==> src/hw/rtl/ctdt_pkg.sv <==
`timescale 1ns / 1ps
`default_nettype none

package ctdt_pkg;

  localparam int unsigned IdW      = 32;
  localparam int unsigned TimeW    = 32;
  localparam int unsigned WordW    = 32;
  localparam int unsigned PayloadW = 3 * WordW;
  localparam int unsigned TimeoutW = 16;
  localparam int unsigned ActionW  = 2;
  localparam int unsigned FreedW   = 5;

  localparam logic [TimeoutW-1:0] TimeoutReset = 16'd250;
  localparam logic [FreedW-1:0]   FreedMax     = 5'd31;

  localparam logic [ActionW-1:0] ActInsert  = 2'd0;
  localparam logic [ActionW-1:0] ActRefresh = 2'd1;
  localparam logic [ActionW-1:0] ActActive  = 2'd2;
  localparam logic [ActionW-1:0] ActFull    = 2'd3;

  typedef struct packed {
    logic [IdW-1:0]   id;
    logic [TimeW-1:0] expire;
  } key_entry_t;

  typedef struct packed {
    logic idle;
    logic load;
    logic rd_en;
    logic commit;
  } ctrl_cmd_t;

  typedef struct packed {
    logic scan_last;
    logic res_busy;
  } dp_status_t;

endpackage

`default_nettype wire

==> src/hw/rtl/ctdt_if.sv <==
`timescale 1ns / 1ps
`default_nettype none

interface ctdt_rpt_if;
  logic        valid;
  logic        ready;
  logic [31:0] object_id;
  logic [31:0] now_time;
  logic [31:0] vec_x;
  logic [31:0] vec_y;
  logic [31:0] vec_z;

  modport source (output valid, object_id, now_time, vec_x, vec_y, vec_z, input ready);
  modport sink   (input valid, object_id, now_time, vec_x, vec_y, vec_z, output ready);
endinterface

interface ctdt_res_if;
  logic       valid;
  logic       ready;
  logic [1:0] action;
  logic [4:0] freed_count;

  modport source (output valid, action, freed_count, input ready);
  modport sink   (input valid, action, freed_count, output ready);
endinterface

interface ctdt_cfg_if;
  logic        valid;
  logic        ready;
  logic [15:0] timeout_ms;

  modport source (output valid, timeout_ms, input ready);
  modport sink   (input valid, timeout_ms, output ready);
endinterface

`default_nettype wire

==> src/hw/rtl/ctdt_ram.sv <==
`timescale 1ns / 1ps
`default_nettype none

module ctdt_ram #(
  parameter int unsigned Width = 32,
  parameter int unsigned Depth = 16
) (
  input  wire logic                     clk_i,
  input  wire logic                     we_i,
  input  wire logic [$clog2(Depth)-1:0] waddr_i,
  input  wire logic [Width-1:0]         wdata_i,
  input  wire logic                     re_i,
  input  wire logic [$clog2(Depth)-1:0] raddr_i,
  output logic      [Width-1:0]         rdata_o
);

  logic [Width-1:0] mem_q [Depth];
  logic [Width-1:0] rdata_q;

  always_ff @(posedge clk_i) begin
    if (we_i) begin
      mem_q[waddr_i] <= wdata_i;
    end
    if (re_i) begin
      rdata_q <= mem_q[raddr_i];
    end
  end

  assign rdata_o = rdata_q;

endmodule

`default_nettype wire

==> src/hw/rtl/ctdt_ctrl.sv <==
`timescale 1ns / 1ps
`default_nettype none

module ctdt_ctrl
  import ctdt_pkg::*;
(
  input  wire logic       clk_i,
  input  wire logic       rst_ni,
  input  wire logic       rpt_valid_i,
  input  wire dp_status_t status_i,
  output ctrl_cmd_t       cmd_o
);

  localparam logic [1:0] StIdle   = 2'd0;
  localparam logic [1:0] StScan   = 2'd1;
  localparam logic [1:0] StDrain  = 2'd2;
  localparam logic [1:0] StCommit = 2'd3;

  logic [1:0] state_q, state_d;

  always_comb begin
    state_d = state_q;
    cmd_o   = '0;
    case (state_q)
      StIdle: begin
        cmd_o.idle = 1'b1;
        if (rpt_valid_i) begin
          cmd_o.load = 1'b1;
          state_d    = StScan;
        end
      end
      StScan: begin
        cmd_o.rd_en = 1'b1;
        if (status_i.scan_last) begin
          state_d = StDrain;
        end
      end
      StDrain: begin
        state_d = StCommit;
      end
      StCommit: begin
        if (!status_i.res_busy) begin
          cmd_o.commit = 1'b1;
          state_d      = StIdle;
        end
      end
      default: begin
        state_d = StIdle;
      end
    endcase
  end

  always_ff @(posedge clk_i or negedge rst_ni) begin
    if (!rst_ni) begin
      state_q <= StIdle;
    end else begin
      state_q <= state_d;
    end
  end

endmodule

`default_nettype wire

==> src/hw/rtl/ctdt_dp.sv <==
`timescale 1ns / 1ps
`default_nettype none

module ctdt_dp
  import ctdt_pkg::*;
#(
  parameter int unsigned TableEntries = 16
) (
  input  wire logic      clk_i,
  input  wire logic      rst_ni,
  ctdt_rpt_if.sink       rpt_i,
  ctdt_res_if.source     res_o,
  ctdt_cfg_if.sink       cfg_i,
  input  wire ctrl_cmd_t cmd_i,
  output dp_status_t     status_o
);

  localparam int unsigned IdxW = $clog2(TableEntries);
  localparam logic [IdxW-1:0] LastIdx = IdxW'(TableEntries - 1);

  logic [TimeoutW-1:0] timeout_q;

  logic [IdW-1:0]      id_q;
  logic [TimeW-1:0]    now_q;
  logic [PayloadW-1:0] pay_q;

  logic [TableEntries-1:0] valid_q;

  logic [IdxW-1:0] addr_q;
  logic            chk_vld_q;
  logic [IdxW-1:0] chk_idx_q;

  logic            match_q;
  logic            match_exp_q;
  logic [IdxW-1:0] match_idx_q;
  logic            free_fnd_q;
  logic [IdxW-1:0] free_idx_q;
  logic [FreedW-1:0] freed_q;

  logic               res_vld_q;
  logic [ActionW-1:0] res_act_q;
  logic [FreedW-1:0]  res_freed_q;

  key_entry_t rd_key;
  key_entry_t wr_key;
  logic       ent_vld, hit, expired, freeing;
  logic       wr_en;
  logic [IdxW-1:0] wr_idx;
  logic [TimeW-1:0] new_expire;

  assign cfg_i.ready = 1'b1;
  assign rpt_i.ready = cmd_i.idle;

  assign status_o.scan_last = (addr_q == LastIdx);
  assign status_o.res_busy  = res_vld_q && !res_o.ready;

  assign res_o.valid       = res_vld_q;
  assign res_o.action      = res_act_q;
  assign res_o.freed_count = res_freed_q;

  assign ent_vld = valid_q[chk_idx_q];
  assign hit     = ent_vld && (rd_key.id == id_q);
  assign expired = rd_key.expire < now_q;
  assign freeing = chk_vld_q && ent_vld && !hit && expired;

  assign new_expire = now_q + {{(TimeW - TimeoutW){1'b0}}, timeout_q};

  always_comb begin
    wr_en  = 1'b0;
    wr_idx = free_idx_q;
    if (cmd_i.commit) begin
      if (match_q) begin
        wr_en  = match_exp_q;
        wr_idx = match_idx_q;
      end else begin
        wr_en = free_fnd_q;
      end
    end
  end

  assign wr_key.id     = id_q;
  assign wr_key.expire = new_expire;

  ctdt_ram #(
    .Width ($bits(key_entry_t)),
    .Depth (TableEntries)
  ) u_key_ram (
    .clk_i   (clk_i),
    .we_i    (wr_en),
    .waddr_i (wr_idx),
    .wdata_i (wr_key),
    .re_i    (cmd_i.rd_en),
    .raddr_i (addr_q),
    .rdata_o (rd_key)
  );

  ctdt_ram #(
    .Width (PayloadW),
    .Depth (TableEntries)
  ) u_pay_ram (
    .clk_i   (clk_i),
    .we_i    (wr_en),
    .waddr_i (wr_idx),
    .wdata_i (pay_q),
    .re_i    (1'b0),
    .raddr_i (wr_idx),
    .rdata_o ()
  );

  always_ff @(posedge clk_i or negedge rst_ni) begin
    if (!rst_ni) begin
      timeout_q <= TimeoutReset;
    end else if (cfg_i.valid) begin
      timeout_q <= cfg_i.timeout_ms;
    end
  end

  always_ff @(posedge clk_i) begin
    if (cmd_i.load) begin
      id_q  <= rpt_i.object_id;
      now_q <= rpt_i.now_time;
      pay_q <= {rpt_i.vec_z, rpt_i.vec_y, rpt_i.vec_x};
    end
    chk_idx_q <= addr_q;
  end

  always_ff @(posedge clk_i or negedge rst_ni) begin
    if (!rst_ni) begin
      addr_q      <= '0;
      chk_vld_q   <= 1'b0;
      match_q     <= 1'b0;
      match_exp_q <= 1'b0;
      match_idx_q <= '0;
      free_fnd_q  <= 1'b0;
      free_idx_q  <= '0;
      freed_q     <= '0;
      valid_q     <= '0;
      res_vld_q   <= 1'b0;
      res_act_q   <= ActInsert;
      res_freed_q <= '0;
    end else begin
      chk_vld_q <= cmd_i.rd_en;

      if (cmd_i.load) begin
        addr_q     <= '0;
        match_q    <= 1'b0;
        free_fnd_q <= 1'b0;
        freed_q    <= '0;
      end else if (cmd_i.rd_en && !status_o.scan_last) begin
        addr_q <= addr_q + 1'b1;
      end

      if (chk_vld_q) begin
        if (hit && !match_q) begin
          match_q     <= 1'b1;
          match_exp_q <= expired;
          match_idx_q <= chk_idx_q;
        end
        if ((!ent_vld || freeing) && !free_fnd_q) begin
          free_fnd_q <= 1'b1;
          free_idx_q <= chk_idx_q;
        end
        if (freeing) begin
          valid_q[chk_idx_q] <= 1'b0;
          if (freed_q != FreedMax) begin
            freed_q <= freed_q + 1'b1;
          end
        end
      end

      if (cmd_i.commit) begin
        res_vld_q <= 1'b1;
      end else if (res_vld_q && res_o.ready) begin
        res_vld_q <= 1'b0;
      end

      if (cmd_i.commit) begin
        res_freed_q <= freed_q;
        if (match_q) begin
          res_act_q <= match_exp_q ? ActRefresh : ActActive;
        end else if (free_fnd_q) begin
          res_act_q           <= ActInsert;
          valid_q[free_idx_q] <= 1'b1;
        end else begin
          res_act_q <= ActFull;
        end
      end
    end
  end

endmodule

`default_nettype wire

==> src/hw/rtl/contact_timeout_dedup_table_core.sv <==
// Channel  Role  Transfer payload
// -------  ----  ----------------------------------------------
// rpt_i    sink  object_id, now_time, vec_x, vec_y, vec_z
// res_o    src   action, freed_count
// cfg_i    sink  timeout_ms (always ready)
//
// After a report's transfer, a single read port of the key RAM sweeps all entries,
// a drain state checks the last read, then a commit state updates the table and
// registers the result. A report is taken only in the idle state, so no new report
// is taken while the last one is still being swept or committed.
// Reset empties the table at once through per-entry valid flops; no clearing pass.
// A result waits in an output register; the next report is taken once the
// commit is done, and commit stalls only while a previous result is untaken.
`timescale 1ns / 1ps
`default_nettype none

module contact_timeout_dedup_table_core
  import ctdt_pkg::*;
#(
  parameter int unsigned TableEntries = 16
) (
  input  wire logic  clk_i,
  input  wire logic  rst_ni,
  ctdt_rpt_if.sink   rpt_i,
  ctdt_res_if.source res_o,
  ctdt_cfg_if.sink   cfg_i
);

  ctrl_cmd_t  cmd;
  dp_status_t status;

  ctdt_ctrl u_ctrl (
    .clk_i       (clk_i),
    .rst_ni      (rst_ni),
    .rpt_valid_i (rpt_i.valid),
    .status_i    (status),
    .cmd_o       (cmd)
  );

  ctdt_dp #(
    .TableEntries (TableEntries)
  ) u_dp (
    .clk_i    (clk_i),
    .rst_ni   (rst_ni),
    .rpt_i    (rpt_i),
    .res_o    (res_o),
    .cfg_i    (cfg_i),
    .cmd_i    (cmd),
    .status_o (status)
  );

endmodule

`default_nettype wire

==> src/flat_wrapper.sv <==
// flat-port wrapper written by rule: the top's interface ports become plain ports
module contact_timeout_dedup_table_core_flat import ctdt_pkg::*;
#(
  parameter int unsigned TableEntries = 16
)
  (clk_i, rst_ni, rpt_i_valid, rpt_i_object_id, rpt_i_now_time, rpt_i_vec_x, rpt_i_vec_y, rpt_i_vec_z, rpt_i_ready, res_o_valid, res_o_action, res_o_freed_count, res_o_ready, cfg_i_valid, cfg_i_timeout_ms, cfg_i_ready);
  ctdt_rpt_if rpt_i_i ();
  ctdt_res_if res_o_i ();
  ctdt_cfg_if cfg_i_i ();
  input  wire logic clk_i;
  input  wire logic rst_ni;
  input wire logic [$bits(rpt_i_i.valid)-1:0] rpt_i_valid;
  input wire logic [$bits(rpt_i_i.object_id)-1:0] rpt_i_object_id;
  input wire logic [$bits(rpt_i_i.now_time)-1:0] rpt_i_now_time;
  input wire logic [$bits(rpt_i_i.vec_x)-1:0] rpt_i_vec_x;
  input wire logic [$bits(rpt_i_i.vec_y)-1:0] rpt_i_vec_y;
  input wire logic [$bits(rpt_i_i.vec_z)-1:0] rpt_i_vec_z;
  output wire logic [$bits(rpt_i_i.ready)-1:0] rpt_i_ready;
  output wire logic [$bits(res_o_i.valid)-1:0] res_o_valid;
  output wire logic [$bits(res_o_i.action)-1:0] res_o_action;
  output wire logic [$bits(res_o_i.freed_count)-1:0] res_o_freed_count;
  input wire logic [$bits(res_o_i.ready)-1:0] res_o_ready;
  input wire logic [$bits(cfg_i_i.valid)-1:0] cfg_i_valid;
  input wire logic [$bits(cfg_i_i.timeout_ms)-1:0] cfg_i_timeout_ms;
  output wire logic [$bits(cfg_i_i.ready)-1:0] cfg_i_ready;
  assign rpt_i_i.valid = rpt_i_valid;
  assign rpt_i_i.object_id = rpt_i_object_id;
  assign rpt_i_i.now_time = rpt_i_now_time;
  assign rpt_i_i.vec_x = rpt_i_vec_x;
  assign rpt_i_i.vec_y = rpt_i_vec_y;
  assign rpt_i_i.vec_z = rpt_i_vec_z;
  assign rpt_i_ready = rpt_i_i.ready;
  assign res_o_valid = res_o_i.valid;
  assign res_o_action = res_o_i.action;
  assign res_o_freed_count = res_o_i.freed_count;
  assign res_o_i.ready = res_o_ready;
  assign cfg_i_i.valid = cfg_i_valid;
  assign cfg_i_i.timeout_ms = cfg_i_timeout_ms;
  assign cfg_i_ready = cfg_i_i.ready;
  contact_timeout_dedup_table_core #(.TableEntries(TableEntries)) u_core (.clk_i(clk_i), .rst_ni(rst_ni), .rpt_i(rpt_i_i), .res_o(res_o_i), .cfg_i(cfg_i_i));
endmodule
==> config.mk <==
export PLATFORM = sky130hd
export DESIGN_NAME = contact_timeout_dedup_table_core_flat
export DESIGN_NICKNAME = d
export VERILOG_FILES = /design/src/hw/rtl/ctdt_pkg.sv /design/src/hw/rtl/ctdt_if.sv /design/src/hw/rtl/ctdt_ram.sv /design/src/hw/rtl/ctdt_ctrl.sv /design/src/hw/rtl/ctdt_dp.sv /design/src/hw/rtl/contact_timeout_dedup_table_core.sv /design/src/flat_wrapper.sv
export SDC_FILE = /design/constraint.sdc
export NUM_CORES = 1
export LEC_CHECK = 0
export BUFFER_PORTS_ARGS = -buffer_cell sky130_fd_sc_hd__clkbuf_2
export CAP_MARGIN = 40
export CORE_MARGIN = 8
export CORE_UTILIZATION = 36
export DETAILED_ROUTE_END_ITERATION = 12
export PLACE_DENSITY = 0.59
export SLEW_MARGIN = 20
export SYNTH_ARGS = -nofsm -noshare
export SYNTH_HDL_FRONTEND = slang
export SYNTH_SLANG_ARGS = --single-unit
==> constraint.sdc <==
create_clock -name clk_i -period 5.01 [get_ports clk_i]
set_input_delay 0.501 -clock clk_i [delete_from_list [all_inputs] [get_ports clk_i]]
set_output_delay 0.501 -clock clk_i [all_outputs]
set_load 0.005 [all_outputs]
==> impl_metrics.toml <==
[status]
outcome = "complete, no violations"

[sta]
final.setup_skew_ns = 0.03595
fmax_mhz = 260.9
post-route-min-period_ns = 3.833
fin_crit_sh_pct = 76.50
fin_ws_ns = 1.177
finalHoldViolations = 0
fin_tns_setup_ns = 0
setup_viol = 0
worst_pin_slew_ns = 0.9164
drv_slew = 0
rsz0062_at_grt = "no"
relSlewSlack_pct = 38.68

[global_route]
gr-usage-all-layers_pct = 15.11
grt_pass1_vias = 23750
antenna_found_initial = 2
grt_overflow = 0
grt_max_degree = 86
grt_pass1_wl_um = 160000

[placed_design]
port_buffers = 93
dp_hpwl_um = 59450
gp_congestion = 0.7620
pre_cts_ws_ns = 1.129

[clocking]
clk_pin_slew_ns = 0.06
clockBufferDepth = 3
cts-root-buf = "clkbuf_16"
cts_resized = 0
htreeDepth = 3
cts.sink_count = 1219
cts_tree = "done"
cts_inserted_buffers = 117
clock_latency_ns = 0.73

[floorplanning]
die_w_um = 379.2
pin_count = 191
start_util_pct = 36.22
die_h_um = 379.2
die_area_um2 = 143800
rows = 133
coreArea_um2 = 131100

[detailed_routing]
drc = 0
firstDrtPassIters = 6
vias_per_cell = 5.221
wire_per_inst_um = 25.63
num_vias = 22350
drtAntennaViolNets = 0
drt_iter0_markers = 2054
drt-total-wl_um = 109700

[pwr]
p_seq_share_pct = 47.0
pwr-share-clk_pct = 30.4
internal_power_uw = 20650
p_comb_share_pct = 22.6
ir_drop_mv = 0.3714
switchingPower_uw = 7808
p_leak_uw = 0.01777
p_per_area_nw_per_um2 = 512.3
swShare_pct = 27.44

[synthesis]
yosys_warnings = 0
yosys_most_used_dff = "edfxtp_1"
postSynthCellCount = 2146
synth_edf_count = 1152
synth_area_per_cell_um2 = 22.13
synth-seq-area-share_pct = 76.35
ys_ff_latch = 1219
synth.cell_area_um2 = 47490
async_flop_share_pct = 5.168
syn-num-nets = 2382
ys_types = 66

[worst_setup_path]
endpoint_kind = "flop"
startpoint_type = "flop"
arrival_ns = 4.30
path_class = "reg -> reg"
worstPathMaxFanout = 12
required_ns = 5.48

[layout]
fillers = 11350
drive_above_1_share_pct = 29.30
antenna_cells = 0
nNetsFinal = 2661
area_growth_pct = 16.96

[min_path]
min_path_type = "in -> reg"

[job]
cap_violations = 0
[registers in the layout (all words and copies together) (netlist names)]
register,flops
u_core.u_ctrl.state_q,2
u_core.u_dp.addr_q,4
u_core.u_dp.chk_idx_q,4
u_core.u_dp.chk_vld_q,1
u_core.u_dp.free_fnd_q,1
u_core.u_dp.free_idx_q,4
u_core.u_dp.freed_q,5
u_core.u_dp.id_q,32
u_core.u_dp.match_exp_q,1
u_core.u_dp.match_idx_q,4
u_core.u_dp.match_q,1
u_core.u_dp.now_q,32
u_core.u_dp.res_o.action,2
u_core.u_dp.res_o.freed_count,5
u_core.u_dp.res_o.valid,1
u_core.u_dp.timeout_q,16
u_core.u_dp.u_key_ram.mem_q,1024
u_core.u_dp.u_key_ram.rdata_o,64
u_core.u_dp.valid_q,16
[placed cells by master, fill, tap and decap left out, types with 33 or more instances in the layout]
| master | n |
|---|---|
| edfxtp_1 | 1152 |
| clkbuf_2 | 93 |
| ha_1 | 53 |
| a21oi_1 | 36 |
| inv_1 | 44 |
| mux4_2 | 324 |
| buf_4 | 33 |
| dlygate4sd3_1 | 70 |
| dfrtp_1 | 53 |
| clkbuf_16 | 118 |
| nand2_1 | 62 |
| xor2_1 | 36 |
[final timing paths]
kind / startpoint / end / slack (ns) / cells past startpoint
setup reg to reg: u_core.u_dp.timeout_q[1] / u_core.u_dp.u_key_ram.mem_q[13][30] / 1.18 / 10
min in group asynchronous: rst_ni / u_core.u_dp.valid_q[1] / 0.24 / 3
setup / recovery: u_core.u_dp.timeout_q[1] / u_core.u_dp.u_key_ram.mem_q[13][30] / 1.18 / 10
hold reg to reg: u_core.u_dp.res_o.freed_count[0] / u_core.u_dp.res_o.freed_count[0] / 0.48 / 2
max in group asynchronous: rst_ni / u_core.u_dp.timeout_q[6] / 4.22 / 4
hold / removal: rpt_i_object_id[2] / u_core.u_dp.id_q[2] / 0.04 / 1
[worst max-delay path, stage by stage (launching register included)]
cell and delay [ns]:
dfstp_2 0.53, inv_1 0.07, fa_1 0.48, nor2b_1 0.21, o31a_1 0.24, o2111ai_1 0.26, a21boi_1 0.29, o211ai_2 0.35
a2111oi_1 0.64, xnor2_1 0.25, buf_4 0.23
[cell type report]
type,instances,area [um^2],area share [%]
clock inverter,76,710.7,1.279
multi-input combinational,791,10820,19.47
timing repair buffer,250,2327,4.190
clock buffer,144,3050,5.492
inverter,46,175.2,0.3154
tap,1755,2196,3.953
sequential,1219,36270,65.30
[per-layer routing]
layer / vias up / global-route usage, % / routed length, um / share of wire (%)
met5: - / 0 / 13 / 0.012
met4: 2 / 3.408 / 2242 / 2.0
met3: 155 / 2.634 / 6361 / 5.8
met2: 665 / 25.16 / 54080 / 49
met1: 12000 / 20.87 / 47000 / 43
li1: 9533 / - / - / -
[power groups by stage]
stage | combinational, uW | sequential, uW | clock [uW]
after global placement | 6170 | 13700 | 0
final | 6440 | 13400 | 8640
after CTS | 6560 | 13400 | 8840
after floorplan | 4820 | 13200 | 0
after detailed placement | 6490 | 13600 | 0
after global routing | 6990 | 13500 | 9200
[cells in the mapped netlist, types with 3 or more instances]
master	n	area [um^2]
xor2_1	36	315.3
nand3_1	25	125.1
and4_1	5	43.79
o2bb2ai_1	11	96.34
inv_1	45	168.9
and3_1	6	37.54
o211ai_2	4	50.05
nor3_1	5	25.02
dfrtp_1	57	1426
a31oi_1	4	25.02
buf_6	4	45.04
mux4_2	324	7297
dfxtp_1	4	80.08
a21oi_1	36	180.2
ha_1	54	675.7
nor2_1	43	161.4
dfstp_2	6	157.7
a21o_1	12	90.09
mux2_2	23	259.0
nor3b_1	4	30.03
buf_2	21	105.1
nor4_1	9	56.30
mux2i_1	3	30.03
o21ai_0	27	135.1
o21bai_1	3	22.52
nand4_1	16	100.1
nor2b_1	8	50.05
o21ai_1	3	15.01
nand3b_1	3	22.52
buf_1	14	52.55
nand2_1	62	232.7
xnor2_1	24	210.2
edfxtp_1	1152	34590
o21a_1	5	37.54
clkbuf_1	49	183.9
[logic make-up (layout without fill, tap and decap cells)]
family	Yosys count	in the layout	synth area share, %
flops	1219	1219	76.35
compound gates	126	126	1.794
xor+xnor	60	60	1.107
other cells	1	1	0.007896
buf+inv	136	516	1.204
simple gates	198	198	2.071
fa+ha+maj	55	55	1.465
mux	351	351	16.01
[metrics by stage]
stage | power [uW] | instance area [um^2] | std cells | util, % | hold slack [ns]
2_1_floorplan | 17990 | 47490 | 2146 | - | 0.2054
3_3_place_gp | 19830 | 50670 | 3955 | 38.64 | 0.4678
3_5_place_dp | 20090 | 51010 | 3986 | 38.90 | 0.4727
4_1_cts | 28790 | 55470 | 4276 | 42.30 | 0.006475
5_1_grt | 29680 | 55550 | 4281 | 42.36 | 0.005920
6_report | 28460 | 55550 | 4281 | 42.36 | 0.04120
[repair_timing]
item | in CTS | in global routing
endpoints found under the hold margin | 126 | 0
hold buffers | 70 | 0
buffers inserted | 0 | 0
endpoints found under the setup margin | 0 | 0
Note: power is estimated with default switching activity, not from simulation.
